`config.mk`:
```
export PLATFORM = sky130hd
export DESIGN_NAME = bdm_ctrl
export DESIGN_NICKNAME = d
export VERILOG_FILES = /design/src/design/bdm_pkg.sv /design/src/design/bdm_ctrl.sv
export SDC_FILE = /design/constraint.sdc
export NUM_CORES = 1
export LEC_CHECK = 0
export CELL_PAD_IN_SITES_DETAIL_PLACEMENT = 0
export CELL_PAD_IN_SITES_GLOBAL_PLACEMENT = 2
export CORE_AREA = 3 3 40 42
export CTS_CLUSTER_SIZE = 8
export DETAILED_ROUTE_END_ITERATION = 12
export DIE_AREA = 0 0 43 45
export DONT_BUFFER_PORTS = 1
export PLACE_DENSITY_LB_ADDON = 0.1
export SYNTH_ARGS = -nofsm -noshare
export SYNTH_HDL_FRONTEND = slang
export SYNTH_SLANG_ARGS = --single-unit
```
`constraint.sdc`:
```
create_clock -name clk -period 2.7 [get_ports clk]
set_input_delay 0.135 -clock clk [delete_from_list [all_inputs] [get_ports clk]]
set_output_delay 0.135 -clock clk [all_outputs]
set_load 0.02 [all_outputs]
```
`src/design/bdm_pkg.sv`:
```
package bdm_pkg;
	localparam int MaxSignatures = 256;
	localparam logic [16:0] AdlerMod = 17'd65521;
	localparam logic [31:0] CrcPoly = 32'hEDB88320;

	typedef enum logic [1:0] {
		CMD_LOAD  = 2'd0,
		CMD_DATA  = 2'd1,
		CMD_CLEAR = 2'd2,
		CMD_NONE  = 2'd3
	} cmd_t;

	localparam logic CFG_BLOCK_LENGTH = 1'b0;
	localparam logic CFG_DELTA_MODE = 1'b1;

	typedef enum logic [2:0] {
		ST_IDLE,
		ST_BYTE,
		ST_SEARCH,
		ST_SEARCH_WAIT,
		ST_OUT
	} state_t;

	typedef struct packed {
		logic load;
		logic clear;
		logic data;
		logic search_start;
		logic search_step;
		logic finish;
	} ctrl_t;

	typedef struct packed {
		logic close;
		logic search_done;
	} stat_t;

	function automatic logic [31:0] crc_byte(input logic [31:0] crc, input logic [7:0] b);
		logic [31:0] c;
		c = crc ^ {24'd0, b};
		for (int k = 0; k < 8; k++) begin
			c = c[0] ? ((c >> 1) ^ CrcPoly) : (c >> 1);
		end
		return c;
	endfunction
endpackage

```
`src/design/bdm_ctrl.sv`:
```
module bdm_ctrl (
	input  logic           clk,
	input  logic           arst_n,
	input  logic           in_valid,
	input  logic [1:0]     command,
	output logic           in_stall,
	output logic           out_valid,
	input  logic           out_stall,
	input  bdm_pkg::stat_t stat,
	output bdm_pkg::ctrl_t ctrl
);
	import bdm_pkg::*;

	state_t state_q, state_d;
	logic acc;

	always_ff @(posedge clk or negedge arst_n) begin
		if (!arst_n) begin
			state_q <= ST_IDLE;
		end else begin
			state_q <= state_d;
		end
	end

	always_comb begin
		state_d = state_q;
		ctrl = '0;
		in_stall = 1'b1;
		out_valid = 1'b0;
		acc = 1'b0;
		unique case (state_q)
			ST_IDLE: begin
				in_stall = 1'b0;
				acc = in_valid;
				if (acc) begin
					unique case (cmd_t'(command))
						CMD_LOAD: ctrl.load = 1'b1;
						CMD_CLEAR: ctrl.clear = 1'b1;
						CMD_DATA: begin
							ctrl.data = 1'b1;
							state_d = ST_BYTE;
						end
						default: ;
					endcase
				end
			end
			ST_BYTE: begin
				if (stat.close) begin
					ctrl.search_start = 1'b1;
					state_d = ST_SEARCH;
				end else begin
					state_d = ST_IDLE;
				end
			end
			ST_SEARCH: begin
				ctrl.search_step = 1'b1;
				if (stat.search_done) begin
					state_d = ST_SEARCH_WAIT;
				end
			end
			ST_SEARCH_WAIT: begin
				ctrl.search_step = 1'b1;
				state_d = ST_OUT;
			end
			ST_OUT: begin
				out_valid = 1'b1;
				if (!out_stall) begin
					ctrl.finish = 1'b1;
					state_d = ST_IDLE;
				end
			end
			default: state_d = ST_IDLE;
		endcase
	end
endmodule

```
==> out/summary.txt, run 1 <==
postcts setup bufs: 0
final period utilization: 69.3%
Hold Path Class: in -> reg
Filler cells: 151
Cells after Synth: 20
YS warnings: 0
port buffer count: 0
via count: 171
Largest regs: state_q x3
leak pwr: 0.103 nW
vias in the first global route: 197
post-synthesis sequential area ratio: 37.5%
total grt overflow: 0
synthesized net count: 28
Reg clk slew, reported paths: 0.03 ns
global-route wire length before repair: 862 microns
largest net degree at the start of global routing: 9
final max-slew violation count: 0
Via-to-Cell Ratio: 4.28
max FFs per register: 3
die height: 45 microns
Synth Register Bits: 3
final setup fails: 0
reg2reg start: state_q[2]
critical path required time: 2.57 ns
DIE AREA: 1940 sq um
Tightest Pin Transition: 0.640 ns
Layout Cell Area excl Fill: 255 sq um
Final nets: 34
FP Rows: 13
share of layout cells above drive strength 1: 24.0%
critical hold path startpoint: out_stall
element type at the critical path end: primary output
Synth cell types: 14
Clock Skew: 0.00197 ns
total negative slack: 0 ns
max cap viols: 0
Routed met2 length: 265 microns
CTS buffer count: 3
GP Congestion: 0.636
DRT Wirelength: 511 microns
core area: 1280 sq um
H-tree depth: 1
total clock sinks: 3
Initial Utilization: 15.6%
die width: 43 microns
placed inst area: 219 sq um
clock root cell: clkbuf_4
first drt pass iteration count: 3
antenna viol nets, final: 0
max_slew headroom: 57.0%
Mapped Area: 200 sq um
Residual DRC: 0
number of DRC markers in iteration 0: 2
crit path max fanout: 7
Worst Path Arrival: 1.74 ns
Biggest register: state_q
Setup crit start kind: register
power per cell area: 1020 nW/um^2
hold buffer count at CTS: 1
antenna cells: 0
FMAX: 534 MHz
status: finished, final reports clean
WL met3: 30 microns
Worst Setup SP: state_q[2]
post_cts resized: 0
WL met1: 215 microns
Routed WL per cell: 12.8 microns
antenna violations before repair: 0
final hold vios: 0
post-DP HPWL: 402 microns
critical path class: reg -> out
synth-to-layout area growth: 27.5%
All-Layer GR Usage: 6.35%
top sig layer: met3
Max IR drop VDD: 0.000258 V
worst skew pair latency: 0.23 ns
io pins: 16
Final min period: 1.87 ns
clk buf depth: 2
syn_area_per_cell: 10.0 sq um
RSZ-0062 raised after global routing: no
CTS tree: done
==> logic make-up after synthesis <==
logic type / share of synthesized area (%)
and+or+nand+nor: 53.1
DFF: 37.5
AOI/OAI and AO/OA: 9.37
==> layer usage <==
| layer | global-route usage (%) | up-vias |
|---|---|---|
| met4 | 7.23 | 0 |
| li1 | - | 84 |
| met1 | 7.06 | 81 |
| met3 | 1.99 | 0 |
| met5 | 0 | - |
| met2 | 8.98 | 6 |
==> worst max-delay path: stages, from the launching register on <==
cell and delay (ns):
dfrtp_1 0.43, or4b_4 0.58, nor3_1 0.50
==> power breakdown <==
part	internal [mW]	total [mW]	switching, mW
sequential	0.0587	0.0846	0.0260
combinational	0.0365	0.0989	0.0624
clock	0.0553	0.0768	0.0216
total	0.150	0.260	0.110
==> synth_stat cells <==
cell | number | area share (%)
nor3b_2 | 2 | 12
a21oi_1 | 1 | 2.5
or3_1 | 1 | 3.1
or4bb_1 | 1 | 5.6
nand2b_1 | 2 | 6.2
nor2b_1 | 2 | 6.2
or4b_4 | 1 | 6.9
nor2_1 | 1 | 1.9
a22o_1 | 1 | 4.4
o21ai_1 | 1 | 2.5
nor3_1 | 2 | 5.0
nand2_1 | 1 | 1.9
nand3b_1 | 1 | 3.8
dfrtp_1 | 3 | 37
==> per-stage QoR <==
step	std cells	util (%)	setup WS (ns)	total power, mW	hold WS [ns]
after floorplan	20	-	1.13	0.167	-0.161
after global placement	35	17.0	1.04	0.185	-0.160
after detailed placement	35	17.0	1.05	0.185	-0.160
after CTS	40	19.9	0.804	0.268	0.0502
after global routing	40	19.9	0.727	0.283	0.0519
final	40	19.9	0.828	0.260	0.0540
==> layout by cell type (no fill, tap or decap), drive strengths merged <==
cell         count
dlygate4sd3      1
clkbuf           4
nand2b           2
or4b             1
nor2             1
nor2b            2
dfrtp            3
or3              1
nand2            1
o21ai            1
a21oi            1
or4bb            1
nor3             2
a22o             1
nand3b           1
nor3b            2
==> cell type report <==
type	instances	area [sq um]	share of cell area, %
Timing Repair Buffer	1	10.0	3.92
Multi-Input combinational cell	17	125	49.0
Tap cell	15	18.8	7.35
Clock buffer	4	26.3	10.3
Sequential cell	3	75.1	29.4
==> worst paths after layout <==
check	endpoint	slack, ns	cells after the start
max reg2reg	state_q[0]	1.43	2
min in group asynchronous	state_q[0]	0.15	1
max	ctrl[5]	0.83	2
min	state_q[2]	0.05	1
min reg2reg	state_q[1]	0.55	1
max in group asynchronous	state_q[1]	2.40	1
Note: power is estimated with default switching activity, not from simulation.
==> inputs of run 2 (changes only) <==
--- a/config.mk
+++ b/config.mk
@@ -5,6 +5,7 @@
 export SDC_FILE = /design/constraint.sdc
 export NUM_CORES = 1
 export LEC_CHECK = 0
+export ABC_AREA = 1
 export CELL_PAD_IN_SITES_DETAIL_PLACEMENT = 0
 export CELL_PAD_IN_SITES_GLOBAL_PLACEMENT = 2
 export CORE_AREA = 3 3 40 42
==> constraint.sdc (replaced) <==
create_clock -name clk -period 1.85 [get_ports clk]
set_input_delay 0.0925 -clock clk [delete_from_list [all_inputs] [get_ports clk]]
set_output_delay 0.0925 -clock clk [all_outputs]
set_load 0.02 [all_outputs]
==> run 2 against run 1 <==
Non-clock buffer count rose by 1. Sequential share of layout area fell by 1.5 points. Combinational power rose by 140%. Sequential power rose by 51%. Wire length rose by 7.4%. Clock power rose by 48%. Power rose by 84%. Hold slack improved by 0.00095 ns. Clock-buffer cell count did not move. Largest power group unchanged. Critical path type unchanged.
==> out/summary.txt, run 2 <==
status: finished, final reports clean
Residual DRC: 0
Clock Skew: 0.00628 ns
Biggest register: state_q
Buffers & Inverters on Critical Path: 0
GP Congestion: 0.681
YS warnings: 0
crit path max fanout: 4
worst stage delay on the critical path: 0.40 ns
Post-synth EDFFs: 0
final max-slew violation count: 0
Final min period: 1.41 ns
first drt pass iteration count: 4
DRT Wirelength: 549 microns
core area: 1280 sq um
FMAX: 707 MHz
Worst Path Arrival: 1.32 ns
io pins: 16
number of DRC markers in iteration 0: 2
Synth cell types: 14
worst skew pair latency: 0.23 ns
post-DP HPWL: 451 microns
Main synth FF type: dfrtp_1
largest net degree at the start of global routing: 7
port buffer count: 0
total grt overflow: 0
Tightest Pin Transition: 0.649 ns
reg2reg setup slack: 0.91 ns
share of layout cells above drive strength 1: 25.7%
Slowest-stage cell, CP: dfrtp_1
Reg-to-Reg End: state_q[0]
via count: 220
critical path cell sequence: nor2_2 -> nand2_2 -> nor3_2
antenna violations before repair: 0
Worst Setup SP: state_q[2]
RSZ-0062 raised after global routing: no
reg2reg start: state_q[2]
Via-to-Cell Ratio: 4.40
clock root cell: clkbuf_4
FP Rows: 13
CTS tree: done
Max IR drop VDD: 0.000361 V
total negative slack: 0 ns
die width: 43 microns
Critical Path Stages: 3
global-route wire length before repair: 779 microns
vias in the first global route: 218
DIE AREA: 1940 sq um
Mapped Area: 206 sq um
final period utilization: 76.4%
H-tree depth: 1
pre-CTS setup slack: 0.667 ns
antenna cells: 0
Setup crit start kind: register
postcts setup bufs: 0
max cap viols: 0
total clock sinks: 3
critical path class: reg -> out
element type at the critical path end: primary output
Cells after Synth: 29
top cell type's share of synthesized area: 36.4%
max FFs per register: 3
CTS buffer count: 3
Largest regs: state_q x3
critical path required time: 1.76 ns
final setup fails: 0
Setup WS post-layout: 0.436 ns
Synth area leader: dfrtp_1
Worst Setup EP: ctrl[4]
Reg clk slew, reported paths: 0.04 ns
count leader, synth: nor2_1
leading cell type in the layout, fill and taps excluded: nor2_1
die height: 45 microns
clk buf depth: 2
final hold vios: 0
Initial Utilization: 16.1%
Final nets: 44
leak pwr: 0.125 nW
asr flop ratio synth: 100%
Routed WL per cell: 11.0 microns
power per cell area: 1780 nW/um^2
max_slew headroom: 56.4%
post-synthesis sequential area ratio: 36.4%
FF-to-FF path depth: 4
antenna viol nets, final: 0
Synth Register Bits: 3
Crit path max-delay family: simple AND/OR/NAND/NOR gates
synth-to-layout area growth: 30.3%
Hold Path Class: in -> reg
syn_area_per_cell: 7.12 sq um
list of most frequent post-synthesis cells: 5 x nor2_1, 4 x inv_1, 4 x nand3_1
All-Layer GR Usage: 5.76%
commonest non-fill, non-tap cells in the layout: 5 x nor2_1, 4 x inv_1, 4 x nand3_1
top post-synthesis cells by area: dfrtp_1 36%, nand3_1 9.7%, nor3_2 9.7%
synthesized net count: 37
[run 2: changes by cell type in the layout (fill, tap and decap cells not counted), sizes merged, moves of 3 or more]
cell	delta
nand2	+3
nor2	+5
nand3	+4
inv	+5
[run 2: repair_timing]
item | CTS | global route
gates resized for setup | 0 | 0
setup endpoints to repair | 0 | 0
hold buffers | 1 | 0
endpoints found under the hold margin | 3 | 0
[run 2: metal layers]
| metal | wire length (microns) | track usage, % |
|---|---|---|
| met5 | 0 | 0 |
| met4 | 1 | 7.23 |
| met3 | 90 | 1.99 |
| met2 | 267 | 8.68 |
| met1 | 188 | 5.58 |
[run 2: per-stage QoR]
step,instances,instance area (sq um),hold slack (ns),utilization [%],power [mW]
detailed placement,45,233,-0.203,18.1,0.364
floorplan,29,206,-0.203,-,0.322
global placement,45,233,-0.203,18.1,0.370
finish,50,269,0.0549,20.9,0.479
CTS,50,269,0.0338,20.9,0.484
global route,50,269,0.0584,20.9,0.512
[run 2: how the worst min path moves through the flow]
stage | cells after the start | from | end | slack [ns]
detailed placement | 0 | arst_n | state_q[1] | -0.20
global placement | 0 | arst_n | state_q[0] | -0.20
global route | 2 | stat[1] | state_q[1] | 0.06
CTS | 2 | stat[1] | state_q[1] | 0.03
floorplan | 0 | arst_n | state_q[0] | -0.20
finish | 2 | stat[1] | state_q[1] | 0.05
[run 2: where the power goes]
| group | internal (mW) | total, mW | switching (mW) | leakage (nW) |
|---|---|---|---|---|
| Clock | 0.0807 | 0.114 | 0.0334 | 0.0150 |
| Combinational | 0.0594 | 0.236 | 0.177 | 0.0714 |
| Sequential | 0.0932 | 0.128 | 0.0352 | 0.0390 |
[run 2: layout make-up]
cell class	count	area, sq um
repair buffers	2	17.5
inverters	5	18.8
multi-input cells	21	113
fillers	148	1020
well taps	15	18.8
clock buffers	4	26.3
flip-flops and latches	3	75.1
[run 2: logic make-up after synthesis]
logic type      count (synthesis)  synth area share [%]
compound gates                  2                  5.45
buf+inv                         5                  9.09
flops                           3                  36.4
simple gates                   19                  49.1
==> inputs of run 3 (changes only) <==
==> constraint.sdc (replaced) <==
create_clock -name clk -period 1.4 [get_ports clk]
set_input_delay 0.07 -clock clk [delete_from_list [all_inputs] [get_ports clk]]
set_output_delay 0.07 -clock clk [all_outputs]
set_load 0.02 [all_outputs]
==> run 3 against run 2 <==
Clock power is 31% higher. Sequential share of layout area shrank 3.8 points. Hold slack got worse by 0.034 ns. First-iteration DRC count rose to 2.5 times the previous value. Flip-flop and latch count is the same. Final cell count increased by 4.0%. Critical endpoint unchanged. Largest cell class unchanged.
==> out/summary.txt, run 3 (synthesis results as in run 2) <==
status: finished, final reports clean
register area: 76.3 sq um
global-route wire length before repair: 841 microns
Clock Skew: 0.00172 ns
FP Rows: 13
antenna violations before repair: 0
max_slew headroom: 72.6%
share of layout cells above drive strength 1: 37.8%
CTS buffer count: 3
critical path cell sequence: nor2_4 -> nand2_4 -> nor3_4
total clock sinks: 3
max cap viols: 0
Initial Utilization: 16.1%
Final nets: 46
final setup fails: 0
final hold vios: 0
GP Congestion: 0.675
max FFs per register: 3
Filler cells: 147
worst stage delay on the critical path: 0.44 ns
post-DP HPWL: 456 microns
die height: 45 microns
number of DRC markers in iteration 0: 5
Routed WL per cell: 11.1 microns
H-tree depth: 1
pre-CTS setup slack: 0.211 ns
DIE AREA: 1940 sq um
io pins: 16
Layout Cell Area excl Fill: 317 sq um
total grt overflow: 0
DRT Wirelength: 576 microns
CTS tree: done
leak pwr: 0.146 nW
antenna viol nets, final: 0
FMAX: 749 MHz
Hold Path Class: in -> reg
Largest regs: state_q x3
element type at the critical path end: primary output
final period utilization: 95.3%
die width: 43 microns
first drt pass iteration count: 4
Final min period: 1.33 ns
Slowest-stage cell, CP: dfrtp_2
Max IR drop VDD: 0.000615 V
largest net degree at the start of global routing: 7
Residual DRC: 0
clock root cell: clkbuf_4
clk buf depth: 2
Reg clk slew, reported paths: 0.04 ns
placed inst area: 240 sq um
vias in the first global route: 208
final max-slew violation count: 0
multi-input combinational cell area: 144 sq um
Fin Hold WS: 0.0208 ns
Setup crit start kind: register
crit path max fanout: 5
Setup WS post-layout: 0.0652 ns
port buffer count: 0
synth-to-layout area growth: 53.3%
via count: 227
commonest non-fill, non-tap cells in the layout: 4 x inv_1, 4 x nor2_1, 4 x nand3_1
antenna cells: 0
core area: 1280 sq um
power per cell area: 2320 nW/um^2
total negative slack: 0 ns
Biggest register: state_q
All-Layer GR Usage: 6.43%
Final Util: 24.6%
Tightest Pin Transition: 0.409 ns
Via-to-Cell Ratio: 4.37
critical path required time: 1.33 ns
critical path class: reg -> out
Worst Path Arrival: 1.26 ns
worst skew pair latency: 0.23 ns
run 3: cell types whose count changed in the layout (fill, tap and decap cells not counted), sizes merged:
| cell | delta |
|---|---|
| buf | +2 |
run 3: repair_timing:
item / CTS / global route
hold buffers: 1 / 0
setup buffers: 0 / 1
setup endpoints to repair: 3 / 3
gates resized for setup: 0 / 7
hold endpoints to repair: 3 / 0
pin swaps: 0 / 2
run 3: power breakdown:
part | total [mW] | leakage, nW | internal, mW | switching [mW]
Combinational | 0.397 | 0.0932 | 0.130 | 0.268
Sequential | 0.187 | 0.0378 | 0.126 | 0.0615
Clock | 0.149 | 0.0150 | 0.107 | 0.0426
Total | 0.734 | 0.146 | 0.362 | 0.372
run 3: final timing paths:
kind                             from    endpoint  slack [ns]  cells after the start
min in group asynchronous      arst_n  state_q[2]        0.09                      1
hold / removal                stat[1]  state_q[1]        0.02                      2
max in group asynchronous      arst_n  state_q[0]        1.15                      1
setup / recovery           state_q[0]     ctrl[4]        0.07                      3
hold reg to reg            state_q[0]  state_q[2]        0.65                      3
setup reg to reg           state_q[0]  state_q[0]        0.37                      5
run 3: final cells by class:
type                       instances  share of cell area [%]
sequential                         3                    24.1
tap                               15                    5.93
timing repair buffer               4                    10.3
inverter                           5                    5.93
multi-input combinational         21                    45.5
clock buffer                       4                    8.30
run 3: through the flow:
| step | cells | power [mW] |
|---|---|---|
| final | 52 | 0.734 |
| after global routing | 52 | 0.803 |
| after CTS | 51 | 0.647 |
| after detailed placement | 46 | 0.489 |
| after global placement | 46 | 0.500 |
| after floorplan | 29 | 0.425 |
run 3: per-layer routing:
layer  global-route usage, %  share of wire, %
met4                    7.23                 0
met1                    6.55                34
met5                       0                 0
met2                    8.98                51
met3                    3.19                14
run 3: worst max-delay path: cells and delay by family (launching register included):
family / cells / cell delay [ns]
flops: 1 / 0.44
simple gates: 3 / 0.59
